[src/hdl/cmap_pkg.sv]
// Shared types and constants for the scalar to RGB colormap unit.
`default_nettype none

package cmap_pkg;

  localparam int unsigned SAMPLE_BITS_DEF = 16;
  localparam int unsigned RECIP_BITS      = 32;
  localparam int unsigned Q16_BITS        = 17;
  localparam int unsigned CHAN_BITS       = 8;
  localparam int unsigned MODE_BITS       = 3;
  localparam int unsigned CFG_IDX_BITS    = 2;

  localparam logic [Q16_BITS-1:0] ONE_Q16 = 17'h10000;

  typedef enum logic [MODE_BITS-1:0] {
    MODE_GREY_LIN = 3'd0,
    MODE_GREY_SQ  = 3'd1,
    MODE_MAP_ONE  = 3'd2,
    MODE_MAP_TWO  = 3'd3,
    MODE_MAP_THR  = 3'd4,
    MODE_MAP_FOUR = 3'd5
  } map_mode_e;

  typedef enum logic [CFG_IDX_BITS-1:0] {
    REG_RANGE_LOW   = 2'd0,
    REG_RANGE_RECIP = 2'd1,
    REG_MAP_MODE    = 2'd2
  } cfg_reg_e;

  typedef struct packed {
    logic [MODE_BITS-1:0] mode;
    logic [CHAN_BITS-1:0] s_t;
    logic [CHAN_BITS-1:0] s_t2;
    logic [CHAN_BITS-1:0] s_u2;
    logic [Q16_BITS-1:0]  t;
  } shade_in_t;

  typedef struct packed {
    logic [CHAN_BITS-1:0] red;
    logic [CHAN_BITS-1:0] green;
    logic [CHAN_BITS-1:0] blue;
  } pixel_t;

endpackage

`default_nettype wire

[src/hdl/cmap_shade.sv]
// Per-mode channel mixing of the scaled intensities into one RGB pixel.
`default_nettype none

module cmap_shade
  import cmap_pkg::*;
(
  input  shade_in_t shade_i,
  output pixel_t    pixel_o
);

  localparam logic [15:0] RECIP5 = 16'd52429;

  logic [9:0]           b_num;
  logic [25:0]          b_prod;
  logic [CHAN_BITS-1:0] b_fifth;
  logic [24:0]          g_prod;
  logic [CHAN_BITS:0]   rb_sum;
  logic [23:0]          r_prod;
  logic [CHAN_BITS-1:0] r_tenth;

  assign b_num   = {1'b0, shade_i.s_t, 1'b0} + {2'b00, shade_i.s_t} + 10'd4;
  assign b_prod  = b_num * RECIP5;
  assign b_fifth = b_prod[25:18];
  assign g_prod  = shade_i.s_t * shade_i.t;
  assign rb_sum  = {1'b0, shade_i.s_t2} + {1'b0, shade_i.s_u2};
  assign r_prod  = shade_i.s_t2 * RECIP5;
  assign r_tenth = {3'b000, r_prod[23:19]};

  always_comb begin
    pixel_o = '0;
    case (map_mode_e'(shade_i.mode))
      MODE_GREY_LIN: begin
        pixel_o.red   = shade_i.s_t;
        pixel_o.green = shade_i.s_t;
        pixel_o.blue  = shade_i.s_t;
      end
      MODE_GREY_SQ: begin
        pixel_o.red   = shade_i.s_t2;
        pixel_o.green = shade_i.s_t2;
        pixel_o.blue  = shade_i.s_t2;
      end
      MODE_MAP_ONE: begin
        pixel_o.red   = shade_i.s_t;
        pixel_o.green = g_prod[23:16];
        pixel_o.blue  = 8'd255 - b_fifth;
      end
      MODE_MAP_TWO: begin
        pixel_o.red   = shade_i.s_t2;
        pixel_o.green = rb_sum[CHAN_BITS:1];
        pixel_o.blue  = shade_i.s_u2;
      end
      MODE_MAP_THR: begin
        pixel_o.red   = shade_i.s_t2;
        pixel_o.green = shade_i.s_t2;
        pixel_o.blue  = 8'd128;
      end
      MODE_MAP_FOUR: begin
        pixel_o.red   = shade_i.s_t2;
        pixel_o.green = r_tenth;
        pixel_o.blue  = r_tenth;
      end
      default: begin
        pixel_o = '0;
      end
    endcase
  end

endmodule

`default_nettype wire

[config.mk]
export PLATFORM = sky130hd
export DESIGN_NAME = cmap_shade
export DESIGN_NICKNAME = d
export VERILOG_FILES = /design/src/hdl/cmap_pkg.sv /design/src/hdl/cmap_shade.sv
export SDC_FILE = /design/constraint.sdc
export NUM_CORES = 1
export LEC_CHECK = 0
export BUFFER_PORTS_ARGS = -buffer_cell sky130_fd_sc_hd__buf_2
export CORE_AREA = 2 2 158 160
export DETAILED_ROUTE_END_ITERATION = 8
export DIE_AREA = 0 0 160 162
export GPL_ROUTABILITY_DRIVEN = 0
export PLACE_DENSITY = 0.61
export SETUP_SLACK_MARGIN = 0.5
export SLEW_MARGIN = 40
export SYNTH_ARGS = -nofsm -noshare
export SYNTH_HDL_FRONTEND = slang
export SYNTH_SLANG_ARGS = --single-unit
export TNS_END_PERCENT = 20
[constraint.sdc]
create_clock -name vclk -period 28.2
set_clock_uncertainty 0.2 [all_clocks]
set_input_delay 4.23 -clock vclk [all_inputs]
set_output_delay 4.23 -clock vclk [all_outputs]
set_load 0.02 [all_outputs]
==> metrics.csv <==
stage,metric,value,unit
detailed_routing,drt drc,0,
sta,fin crit share,56.4,%
power,Sw Share,57.5,%
placed_design,DP Area,8970,sq um
critical_path,CP max-delay cell,fa_1,
cells_and_area,register area,0,sq um
power,sequential power share,0,%
critical_path,kind of critical path,input pin to output port,
min_path,hold endpoint,pixel_o[2],
floorplanning,die area,25900,sq um
cells_and_area,sequential cells,0,
cells_and_area,area delta synth->final,7.96,%
critical_path,Top delay family on crit path,adder cells,
clock_network,hold buffer count at cts,0,
critical_path,CP arrival,11.49,ns
sta,final-report setup violation count,0,
placed_design,Final HPWL DP,17900,microns
floorplanning,row cnt,57,
logic_synthesis,"count leader, synth",inv_1,
cells_and_area,final instance area,8970,sq um
detailed_routing,WL/cell,15.8,microns
power,P_sw,0.571,mW
detailed_routing,post-route ant nets,0,
floorplanning,I/O pins,68,
detailed_routing,via-per-instance ratio,5.02,
detailed_routing,routed vias,6658,
placed_design,I/O Buffers,68,
power,clock share of power,0,%
critical_path,Worst setup SP type,input pin,
cells_and_area,layout cells sized above 1,8.39,%
power,VDD IR max,0.161,mV
floorplanning,Die H,162,microns
floorplanning,Die W,160,microns
critical_path,CP dominant cell by count,fa_1,
logic_synthesis,Ys Warns,0,
global_route,global-route wire length before repair,36100,microns
cells_and_area,antenna cell count,0,
logic_synthesis,Synthesized Nets,1312,
logic_synthesis,synth top area cells,"fa_1 (33%), ha_1 (26%), inv_1 (9.0%)",
cells_and_area,fin cells,1325,
logic_synthesis,top cell type's share of synthesized area,32.8,%
logic_synthesis,mean post-synth cell area,8.70,sq um
critical_path,Worst EP required,23.77,ns
sta,min Tclk post-route,15.92,ns
sta,Worst-Margin Slew,0.858,ns
detailed_routing,DRT iter0 DRCs,366,
placed_design,placed cells,1325,
sta,max-slew violations,0,
power,P per Cell Area,111,nW/um^2
critical_path,crit end category,output port,
sta,FMAX,62.8,MHz
cells_and_area,CLK BUF,0,
sta,RSZ-0062 raised after global routing,no,
logic_synthesis,register area share after synthesis,0,%
sta,final hold violations,0,
floorplanning,Placeable Area,24100,sq um
logic_synthesis,"area leader, netlist",fa_1,
min_path,worst min-delay path startpoint,shade_i[19],
power,combinational power share,100.0,%
detailed_routing,First-pass DRT Iterations,5,
global_route,initial antenna violation count,0,
clock_network,Post-CTS Setup Inserts,0,
sta,worst rel slew slack,42.6,%
min_path,Hold Crit Class,input pin to output port,
cells_and_area,Final #Nets,1359,
detailed_routing,Routed WL,21000,microns
power,Final Power,0.993,mW
critical_path,Max stage delay on crit path,0.57,ns
min_path,WHS Path Cells,4,
logic_synthesis,Mapped Cells,956,
run_status,status,"finished, final reports clean",
power,internal power,0.422,mW
global_route,vias in the first global route,7009,
power,Static Leakage,4.83,nW
sta,Fin Setup TNS,0,ns
critical_path,WP depth,30,
clock_network,post_cts resized,0,
logic_synthesis,Commonest cells post-synth,"inv_1 (200), ha_1 (176), fa_1 (136)",
global_route,GRT overflow,0,
flow_run,max_cap viols,0,
global_route,Total GRT Usage,17.0,%
logic_synthesis,Synth cell types,59,
floorplanning,Starting Density,34.5,%
logic_synthesis,synthesized cell area,8310,sq um
critical_path,worst path bufs/invs,6,
global_route,largest net degree at the start of global routing,26,
critical_path,worst-path maximum fanout,22,
-- layout make-up --
cell class,instances,area [sq um]
repair buffers,69,348
fillers,2573,15100
well taps,324,405
inverters,200,751
multi-input cells,732,7470
-- through the flow --
| step | hold WS [ns] | utilization (%) | setup WS (ns) |
|---|---|---|---|
| final | 8.65 | 37.2 | 12.28 |
| after global routing | 8.70 | 37.2 | 11.80 |
| after CTS | 8.65 | 37.2 | 12.29 |
| after detailed placement | 8.65 | 37.2 | 12.30 |
| after global placement | 8.65 | 37.2 | 12.43 |
| after floorplan | 8.46 | - | 12.75 |
-- worst max path at each step --
stage	from	end	slack (ns)
floorplan	shade_i[34]	pixel_o[6]	12.75
global placement	shade_i[35]	pixel_o[7]	12.43
detailed placement	shade_i[35]	pixel_o[7]	12.30
CTS	shade_i[35]	pixel_o[7]	12.29
global route	shade_i[35]	pixel_o[7]	11.80
finish	shade_i[34]	pixel_o[7]	12.28
-- layout by cell type, fill, tap and decap left out, drive strengths merged, types with 4 or more instances in the layout --
master   count
a22o         7
o21ai       17
a21oi       37
a22oi        9
and3         5
o31ai        4
o21a         5
nor2b        4
nor2        27
buf         69
nand3       13
a31oi        4
a21o        15
ha         176
o211ai       6
and2        57
inv        200
nand4        5
fa         136
xnor2       19
nor3         8
nand2      102
or2          4
mux2i       10
xor2        14
a2111oi      4
nand2b       6
o21bai       4
-- tightest hold or removal path, delay by kind of cell --
family | cells | cell delay (ns)
buf+inv | 2 | 0.25
compound gates | 1 | 0.07
simple gates | 1 | 0.07
-- power by group through the flow --
stage / Sequential (mW) / Clock, mW / Combinational, mW
after global placement: 0 / 0 / 0.978
after detailed placement: 0 / 0 / 0.989
after CTS: 0 / 0 / 0.998
final: 0 / 0 / 0.993
after floorplan: 0 / 0 / 0.759
after global routing: 0 / 0 / 1.16
-- routing by layer --
layer	global-route usage (%)	up-vias	routed length (microns)
met5	0	-	0
met4	1.06	0	117
met2	29.3	169	9870
met3	1.48	6	1090
li1	-	3206	-
met1	24.5	3277	9890
-- cell families after synthesis --
| family | share of synthesized area [%] |
|---|---|
| compound gates | 12.1 |
| fa+ha+maj | 59.2 |
| buf+inv | 10.1 |
| xor+xnor | 3.48 |
| simple gates | 13.9 |
| mux | 1.20 |
Note: power is estimated with default switching activity, not from simulation.
